<file path="src/design/polyphase_fir_resampler_assert.svh">
// Assertion macros shared by the resampler RTL.
`ifndef POLYPHASE_FIR_RESAMPLER_ASSERT_SVH
`define POLYPHASE_FIR_RESAMPLER_ASSERT_SVH

// Checked on every clock edge outside reset.
`define PFR_ASSERT(name, prop) \
  name: assert property (@(posedge clk_i) disable iff (!rst_ni) prop) \
    else $error("assertion failed");

// Checked on every clock edge, reset included.
`define PFR_ASSERT_ALWAYS(name, prop) \
  name: assert property (@(posedge clk_i) prop) else $error("assertion failed");

`endif

</file>
<file path="src/design/pfr_ram.sv">
// Generic simple dual-port RAM with registered read.
module pfr_ram #(
  parameter int unsigned WIDTH = 32,
  parameter int unsigned DEPTH = 64
) (
  input  logic                     clk_i,
  input  logic                     we_i,
  input  logic [$clog2(DEPTH)-1:0] waddr_i,
  input  logic [WIDTH-1:0]         wdata_i,
  input  logic                     re_i,
  input  logic [$clog2(DEPTH)-1:0] raddr_i,
  output logic [WIDTH-1:0]         rdata_o
);

  logic [WIDTH-1:0] mem_q [DEPTH];
  logic [WIDTH-1:0] rdata_q;

  always_ff @(posedge clk_i) begin
    if (we_i) begin
      mem_q[waddr_i] <= wdata_i;
    end
    if (re_i) begin
      rdata_q <= mem_q[raddr_i];
    end
  end

  assign rdata_o = rdata_q;

endmodule

</file>
<file path="config.mk">
export PLATFORM = sky130hd
export DESIGN_NAME = pfr_ram
export DESIGN_NICKNAME = d
export VERILOG_FILES = /design/src/design/polyphase_fir_resampler_assert.svh /design/src/design/pfr_ram.sv
export SDC_FILE = /design/constraint.sdc
export NUM_CORES = 2
export LEC_CHECK = 0
export BUFFER_PORTS_ARGS = -buffer_cell sky130_fd_sc_hd__buf_4
export CAP_MARGIN = 25
export CORE_UTILIZATION = 50
export CTS_BUF_LIST = sky130_fd_sc_hd__clkbuf_4
export CTS_CLUSTER_SIZE = 28
export DETAILED_ROUTE_END_ITERATION = 16
export PLACE_DENSITY = 0.64
export SLEW_MARGIN = 20
export SYNTH_ARGS = -nofsm -noshare
export SYNTH_HDL_FRONTEND = slang
export SYNTH_SLANG_ARGS = --single-unit
</file>
<file path="constraint.sdc">
create_clock -name clk_i -period 4.66 [get_ports clk_i]
set_input_delay 0.932 -clock clk_i [delete_from_list [all_inputs] [get_ports clk_i]]
set_output_delay 0.932 -clock clk_i [all_outputs]
set_load 0.01 [all_outputs]
</file>
==> impl_metrics.ini <==
[place]
dp_slack_ns = 0.6212
place_hpwl_mm = 114.1
port_buffers = 78
dp_cells = 5448
place_area_mm2 = 0.08328
gp_congestion = 0.8120

[clock_tree]
cts_hold_buf = 0
post_cts_buffers = 0
cts_buffers = 545
htreeDepth = 6
clk_path_buf_depth = 4
worstSkewPairLatency_ns = 1.28
cts_tree = yes
postCtsResizedCells = 0
cts_num_sinks = 2080
root_buffer = clkbuf_4
clk_pin_slew_ns = 0.07

[global_routing]
grt_pass1_wl_mm = 290.9
grt_max_degree = 65
met2_usage = 0.4130
antenna_found_initial = 23
met3_usage = 0.06198
grtUsageTotal = 0.2621
grt_overflow = 0
grt_use_met1 = 0.3670
grt_pass1_vias = 41290
grt_busiest_layer = met2

[floorplanning]
fp.coreArea_mm2 = 0.1564
die_area_mm2 = 0.1593
rows = 145
ios = 79
start_util = 0.5041
fp.dieW_um = 399.1
die_h_um = 399.1

[timing]
worst_slew_pin_slew_ns = 1.013
fin_crit_ns = 3.019
rsz0062_at_grt = false
skew_ns = 0.09730
hold_violations = 0
clock.fmax_mhz = 331.2
period_share = 0.6479
fin_ws_ns = 1.641
hold_ws_ns = 0.1885
maxSlewHeadroom = 0.3228
maxSlewViolCount = 0
setup-violations-final = 0
setup_tns_ns = 0

[detailed_routing]
drc_errors = 0
drt-wirelength-per-cell_um = 32.27
vias = 39360
ant_nets = 0
wirelength_mm = 205.1
first_iter_violations = 4630
avgViaCountPerCell = 6.191
first_pass_iters = 5

[power]
combPwrFrac = 0.050
pwr-share-seq = 0.551
powerDensity_mw_per_mm2 = 420.9
ir_worst_vdd_mv = 0.2911
p_clk_frac = 0.399
power.net_switching_mw = 8.271
internal_power_mw = 29.53
swShare = 0.2188
finalPower_mw = 37.80
leakagePower_nw = 28.67

[final_layout]
stdcell_area_mm2 = 0.08981
seq_area_mm2 = 0.06246
area_growth_pct = 13.93
multiInputGateArea_mm2 = 0.01597
drive_gt1_frac = 0.3858
final_util = 0.5743
nFillCells = 11340
stdcell_count = 6357
nets = 3984

[setup_path]
critPathLaunchType = flop
cp-end-kind = primary output
rrSetupSlack_ns = 2.46
critPathArrivalTime_ns = 2.09
critical_path.cell_chain = buf_4
cp_slowest_stage_delay_ns = 0.59
critPathKind = reg -> out
crit_fanout = 1
cp_num_buf_inv = 1
worstPathRequired_ns = 3.73
critPathSlowestCell = edfxtp_1
crit_family = flip-flops

[synth]
yosysTopAreaCell = edfxtp_1
synth_edf_count = 2080
synth_commonest_cells = edfxtp_1 (2080), mux4_2 (544), nor2_1 (137)
synth.most_common_cell = edfxtp_1
synth-seq-area-share = 0.7923
yosysWarnings = 0
synth_top_area_frac = 0.7923
async_flop_share = 0
synthFlopType = edfxtp_1
ys_seq_elements = 2080
syn_inst = 3324
synth_cell_types = 33
netlist_top_cells_area = edfxtp_1 (79%), mux4_2 (16%), mux2i_1 (1.2%), o22ai_1 (0.67%), nor2_1 (0.65%)
syn_area_mm2 = 0.07884
syn_avg_cell_area_um2 = 23.72
synth_fp_nets = 3371

[hold_path]
min_path_type = in -> reg

[run_status]
outcome = finished clean

[run]
max-cap-violations = 0
flip-flops by register name, indices dropped and copies added, names as in the netlist:
register	count
mem_q	2048
rdata_o	32
layer usage:
layer,share of wire,up-vias
met5,0.00025,-
met4,0.021,10
met3,0.10,282
met2,0.49,2129
met1,0.39,21050
li1,-,15880
power groups by stage:
stage               Sequential [mW]  Clock [mW]  Combinational (mW)
finish                         20.8        15.1                1.89
global route                   20.8        16.4                1.99
CTS                            20.8        15.4                1.91
detailed placement             21.2           0                1.91
global placement               21.2           0                1.86
floorplan                      21.2           0                1.01
cells by family (layout without fill, tap and decap cells):
logic type             after synthesis  after routing  share of synthesized area
DFF                               2080           2080                     0.7923
buffers and inverters              182           1137                    0.01124
AOI/OAI and AO/OA                  202            202                    0.01666
other                                0             20                          0
and+or+nand+nor                    223            223                    0.01260
muxes                              637            637                     0.1672
layout by cell type (no fill, tap or decap), types with 2 or more instances in the layout:
master	instances
o22ai_1	84
clkinv_1	101
mux4_2	544
nor3_1	5
a21oi_1	62
buf_12	31
or3b_1	2
mux2i_1	93
nand4_1	2
buf_8	3
and3_1	4
clkbuf_4	741
o32ai_1	4
or2_2	2
nor2_1	74
a41o_1	4
nor3_2	2
and2_1	2
clkinv_2	18
or3b_2	3
a311oi_1	8
nor2_4	62
inv_2	16
nor2b_1	15
nand3b_1	5
nand3_1	5
bufinv_16	13
nand2_1	26
or3_1	3
buf_4	213
nand2b_1	7
edfxtp_1	2080
o221ai_1	27
a22oi_1	12
diode_2	20
layout make-up:
type,count,area share
flip-flops and latches,2080,0.6954
multi-input cells,1062,0.1778
clock buffers,741,0.06194
well taps,2058,0.02867
repair buffers,248,0.02534
clock inverters,148,0.01024
diodes,20,0.0005572
path summary, 6_finish.rpt:
path	start	to	cells past startpoint
min reg2reg	mem_q[29][4]	rdata_o[4]	4
max reg2reg	mem_q[27][24]	rdata_o[24]	4
min	wdata_i[19]	mem_q[24][19]	1
max	rdata_o[14]	rdata_o[14]	1
Power figures use the tool's default switching activity.
