File: src/design/polyphase_fir_resampler_assert.svh
// Assertion macros shared by the resampler RTL.
`ifndef POLYPHASE_FIR_RESAMPLER_ASSERT_SVH
`define POLYPHASE_FIR_RESAMPLER_ASSERT_SVH

// Checked on every clock edge outside reset.
`define PFR_ASSERT(name, prop) \
  name: assert property (@(posedge clk_i) disable iff (!rst_ni) prop) \
    else $error("assertion failed");

// Checked on every clock edge, reset included.
`define PFR_ASSERT_ALWAYS(name, prop) \
  name: assert property (@(posedge clk_i) prop) else $error("assertion failed");

`endif

File: src/design/pfr_pkg.sv
// Shared constants and types of the polyphase FIR resampler.
package pfr_pkg;

  localparam int unsigned MAX_TAPS   = 64;
  localparam int unsigned MAX_RATE   = 16;
  localparam int unsigned TAP_AW     = $clog2(MAX_TAPS);
  localparam int unsigned COEF_SHIFT = 15;

  localparam int unsigned SAMPLE_W = 32;
  localparam int unsigned COEF_W   = 16;
  localparam int unsigned SCALE_W  = 5;
  localparam int unsigned ACC_W    = 64;

  // Configuration register indexes (byte address / 4).
  localparam logic [1:0] REG_MODE = 2'd0;
  localparam logic [1:0] REG_RATE = 2'd1;
  localparam logic [1:0] REG_TAPS = 2'd2;

  // Filter modes.
  localparam logic MODE_DECIM  = 1'b0;
  localparam logic MODE_INTERP = 1'b1;

  // Input item commands, carried on tuser.
  typedef enum logic {
    CMD_SAMPLE = 1'b0,
    CMD_LOAD   = 1'b1
  } pfr_cmd_e;

  // Control from the sequencer to the multiply-accumulate unit.
  typedef struct packed {
    logic clr;  // zero the accumulator
    logic vld;  // coefficient and sample operands are valid
  } pfr_mac_ctrl_t;

endpackage

File: src/design/pfr_mac.sv
// Shared multiply-accumulate unit: scale, multiply, accumulate, one stage each.
module pfr_mac import pfr_pkg::*; (
  input  logic                       clk_i,
  input  logic                       rst_ni,
  input  pfr_mac_ctrl_t              ctrl_i,
  input  logic signed [COEF_W-1:0]   coef_i,
  input  logic signed [SAMPLE_W-1:0] samp_i,
  input  logic [SCALE_W-1:0]         scale_i,
  output logic signed [ACC_W-1:0]    acc_o,
  output logic                       busy_o
);

  localparam int unsigned SC_W   = COEF_W + SCALE_W + 1;
  localparam int unsigned PROD_W = SC_W + SAMPLE_W;

  logic signed [SC_W-1:0]     sc_d, sc_q;
  logic signed [SAMPLE_W-1:0] x_q;
  logic signed [PROD_W-1:0]   prod_d, prod_q;
  logic signed [ACC_W-1:0]    acc_q;
  logic                       v2_q, v3_q;

  // coefficient times the interpolation gain (1 when decimating)
  assign sc_d   = coef_i * $signed({1'b0, scale_i});
  assign prod_d = sc_q * x_q;

  always_ff @(posedge clk_i or negedge rst_ni) begin
    if (!rst_ni) begin
      v2_q <= 1'b0;
      v3_q <= 1'b0;
    end else begin
      v2_q <= ctrl_i.vld;
      v3_q <= v2_q;
    end
  end

  always_ff @(posedge clk_i) begin
    sc_q   <= sc_d;
    x_q    <= samp_i;
    prod_q <= prod_d;
    if (ctrl_i.clr) begin
      acc_q <= '0;
    end else if (v3_q) begin
      acc_q <= acc_q + {{(ACC_W-PROD_W){prod_q[PROD_W-1]}}, prod_q};
    end
  end

  assign acc_o  = acc_q;
  assign busy_o = v2_q | v3_q;

endmodule

File: config.mk
export PLATFORM = sky130hd
export DESIGN_NAME = pfr_mac
export DESIGN_NICKNAME = d
export VERILOG_FILES = /design/src/design/polyphase_fir_resampler_assert.svh /design/src/design/pfr_pkg.sv /design/src/design/pfr_mac.sv
export SDC_FILE = /design/constraint.sdc
export NUM_CORES = 2
export LEC_CHECK = 0
export BUFFER_PORTS_ARGS = -buffer_cell sky130_fd_sc_hd__buf_4
export CAP_MARGIN = 20
export CORE_UTILIZATION = 60
export CTS_CLUSTER_SIZE = 8
export DETAILED_ROUTE_END_ITERATION = 7
export GPL_TIMING_DRIVEN = 0
export PLACE_DENSITY = 0.77
export SYNTH_ARGS = -nofsm -noshare
export SYNTH_HDL_FRONTEND = slang
export SYNTH_SLANG_ARGS = --single-unit
File: constraint.sdc
create_clock -name clk_i -period 11.8 [get_ports clk_i]
set_input_delay 1.77 -clock clk_i [delete_from_list [all_inputs] [get_ports clk_i]]
set_output_delay 1.77 -clock clk_i [all_outputs]
set_load 0.02 [all_outputs]
==> metrics.log <==
INFO  metric setup_viol_count_final = 0
INFO  metric detailedRoute.firstIterationViolations = between 2,000 and 2,500
INFO  metric placement_rows = about 90
INFO  metric globalRouteTotalUtil = a little over a third
INFO  metric cts.htree.levels = 4
INFO  metric remaining_drc_errors = 0
INFO  metric worst_setup_path_end_kind = flip-flop
INFO  metric ys_seq_elements = ~170
INFO  metric multiInputGateArea = ~28,000 µm²
INFO  metric yosys-top-cells-count = sky130_fd_sc_hd__inv_1, sky130_fd_sc_hd__fa_1, sky130_fd_sc_hd__nand2_1
INFO  metric cts_tree = yes
INFO  metric die_y = ~240 µm
INFO  metric cts.sinks = 174
INFO  metric initial_antenna_violation_count = 2
INFO  metric yosys_most_used_dff = sky130_fd_sc_hd__dfxtp_1
INFO  metric synthTopCellsByArea = sky130_fd_sc_hd__fa_1, sky130_fd_sc_hd__dfxtp_1, sky130_fd_sc_hd__ha_1
INFO  metric worst-r2r-cell-count = 22
INFO  metric global_route.overflow_total = 0
INFO  metric drive_above_1_share = approximately 4.5%
INFO  metric report.final.slew_viol_count = 0
INFO  metric timing.critical_path.slowest_stage_cell = sky130_fd_sc_hd__a2111oi_1
INFO  metric maxCapViolations = 0
INFO  metric path_max_fanout = 10
INFO  metric status = finished, final reports clean
INFO  metric holdWs = 0.3979 ns
INFO  metric maximum_number_of_pins_on_one_net_before_global_route_repair = 19
INFO  metric postCtsHoldBufs = 0
INFO  metric cts_setup_buffers = 0
INFO  metric post-route-min-period = around 8.8 ns
INFO  metric route.final.wire_length = just over 100 mm
INFO  metric num-nets-final = 5,095
INFO  metric post_route_skew = ~0.02 ns
INFO  metric asyncSetResetFlopFracSynth = under 10%
INFO  metric finalHoldViolations = 0
INFO  metric wl_per_cell = ~21 µm
INFO  metric min_path_type = flip-flop to flip-flop
INFO  metric ant_nets = 0
INFO  metric max_slew_headroom = about a quarter
INFO  metric cpPeakStageDelay = 0.82 ns
INFO  metric cts_resized = 0
INFO  metric number_of_enable_flip_flop_cells_after_synthesis = 0
INFO  metric min_from = v2_q$_DFF_PN0_
INFO  metric avg_vias_per_cell = 5.644
INFO  metric synth.net_count = around 5,000
INFO  metric post_synth_inst_count = between 3,000 and 4,000
INFO  metric grt_pass1_wl = ~160 mm
INFO  metric cts_inserted_buffers = 17
INFO  metric critPathTopFamily = adder cells
INFO  metric chip_width = 244.5 µm
INFO  metric regToRegStartpoint = sc_q[5]$_DFF_P_
INFO  metric fmax = 0.1142 GHz
INFO  metric timing.rr.end = prod_q[53]$_DFF_P_
INFO  metric area_growth_syn_to_layout = 6.983%
INFO  metric gp_routability_congestion = roughly 1.1
INFO  metric cts_root_buffer = sky130_fd_sc_hd__clkbuf_16
INFO  metric max_slew.worst_pin.slew = between 1 and 1.5 ns
INFO  metric synth_area = 35,300 µm²
INFO  metric critPathKind = flip-flop to flip-flop
INFO  metric synthesis.area_per_instance = roughly 9.1 µm²
INFO  metric holdPathStages = 0
INFO  metric cp.buffers_inverters = 5
INFO  metric hpwlAfterDp = approximately 84 mm
INFO  metric port_buffers = 120
INFO  metric worst_hold_endpoint = v3_q$_DFF_PN0_
INFO  metric tns = 0 ns
INFO  metric yosys.cell_count.top_type = sky130_fd_sc_hd__inv_1
INFO  metric yosysWarnings = 0
INFO  metric worst_skew_pair.late_latency = 0.52 ns
INFO  metric routed-via-count = roughly 27,000
INFO  metric synth-seq-area-share = 9.897%
INFO  metric grt_pass1_vias = around 28,000
INFO  metric cts.path.max_buffers = 2
INFO  metric most_common_cell_type_on_the_critical_path = sky130_fd_sc_hd__fa_1
INFO  metric worst_setup_hold_path_clk_slew = about 0.080 ns
INFO  metric post-route-period-util = approximately 74%
INFO  metric crit_chain = clkbuf_1, and2_1, fa_1, fa_1, inv_1, fa_1, inv_1, fa_1, fa_1, fa_1, inv_1, fa_1, inv_1, ha_1, nand4_1, a2111oi_1, o21ai_1, o31ai_2, a41o_1, a311o_1, a21oi_1, xnor2_1
INFO  metric core_area = a little under 60,000 µm²
INFO  metric initial_core_utilization = between 60% and 70%
INFO  metric detailedRoute.firstPassIterationCount = 6
INFO  metric synth_cell_type_count = 79
INFO  metric synth_top_area_cell = sky130_fd_sc_hd__fa_1
INFO  metric post_synth_top_area_share = a little over two fifths
INFO  metric seq_area = around 3500 µm²
INFO  metric startpoint_type = flip-flop
INFO  metric cp_required = roughly 12 ns
INFO  metric setup_repair_after_global_routing_missed_its_margin = false
INFO  metric ff2ff_setup_slack = slightly above 3 ns
INFO  metric design.portCount = 122
INFO  metric n_fill_cell = between 4,000 and 5,000
INFO  metric floorplan.die_area = 59,800 µm²
INFO  metric worst-endpoint-arrival = just over 9 ns
[cell type report]
cell class / instances / area share [%]
multi-input combinational: 2728 / 74.40
buffer: 180 / 1.799
timing repair buffer: 120 / 2.386
tap: 765 / 2.535
sequential: 174 / 9.251
antenna: 5 / 0.03313
clock inverter: 15 / 0.4473
clock buffer: 17 / 1.127
inverter: 807 / 8.022
[state kept, by name, summed over array words and instances, names as in the netlist]
| name | count |
|---|---|
| acc_o | 64 |
| prod_q | 54 |
| x_q | 32 |
| sc_q | 22 |
| v2_q | 1 |
| v3_q | 1 |
[cells in the final DEF, fill, tap and decap left out, drive strengths merged, types with 4 or more instances in the layout]
cell type,n
a211oi,16
a21o,50
a21oi,133
a31oi,16
and2,346
and3,19
buf,135
clkbuf,182
dfxtp,172
diode,5
fa,751
ha,259
inv,816
mux2i,45
nand2,502
nand2b,25
nand3,32
nand3b,4
nand4,22
nor2,116
nor2b,47
nor3,17
nor3b,5
nor4,7
o211ai,5
o21a,16
o21ai,73
o21bai,20
o22ai,4
o31ai,5
o41ai,5
or3,4
xnor2,92
xor2,40
[worst max path at each step]
stage                          startpoint                 end  slack, ns  cells past startpoint
after floorplan           x_q[31]$_DFF_P_  prod_q[53]$_DFF_P_       5.09                     25
after global placement    sc_q[9]$_DFF_P_  prod_q[53]$_DFF_P_       3.21                     23
after detailed placement  sc_q[8]$_DFF_P_  prod_q[53]$_DFF_P_       3.17                     23
after CTS                 sc_q[8]$_DFF_P_  prod_q[53]$_DFF_P_       3.19                     23
after global routing      sc_q[1]$_DFF_P_  prod_q[53]$_DFF_P_       2.62                     25
final                     sc_q[5]$_DFF_P_  prod_q[53]$_DFF_P_       3.04                     22
[routing by layer]
layer,vias to the layer above,track usage (%),routed length [µm]
met2,1427,53.98,44220
met3,299,12.20,12380
li1,12020,-,-
met4,4,16.32,5441
met5,-,0,29
met1,13400,46.96,40530
[cells by family after synthesis]
logic type                 after synthesis  share of synthesized area [%]
and+or+nand+nor                       1157                          16.13
adders and majority gates             1010                          51.78
buffers and inverters                  987                          10.51
AOI/OAI and AO/OA                      383                          7.104
DFF                                    174                          9.897
xor gates and xnor gates               132                          3.275
muxes                                   46                          1.308
[stage by stage]
stage          utilization [%]  setup WS (ns)  area (µm²)  instances
3_5_place_dp             64.15          3.169       37150       4774
5_1_grt                  65.18          2.618       37750       4806
4_1_cts                  65.18          3.194       37750       4806
3_3_place_gp             64.15          3.212       37150       4774
2_1_floorplan                -          5.088       35300       3889
6_report                 65.20          3.043       37760       4811
Power is left out: the tool's default activity adds up to more than one toggle a clock period on the data nets, which glitch-free logic cannot reach.
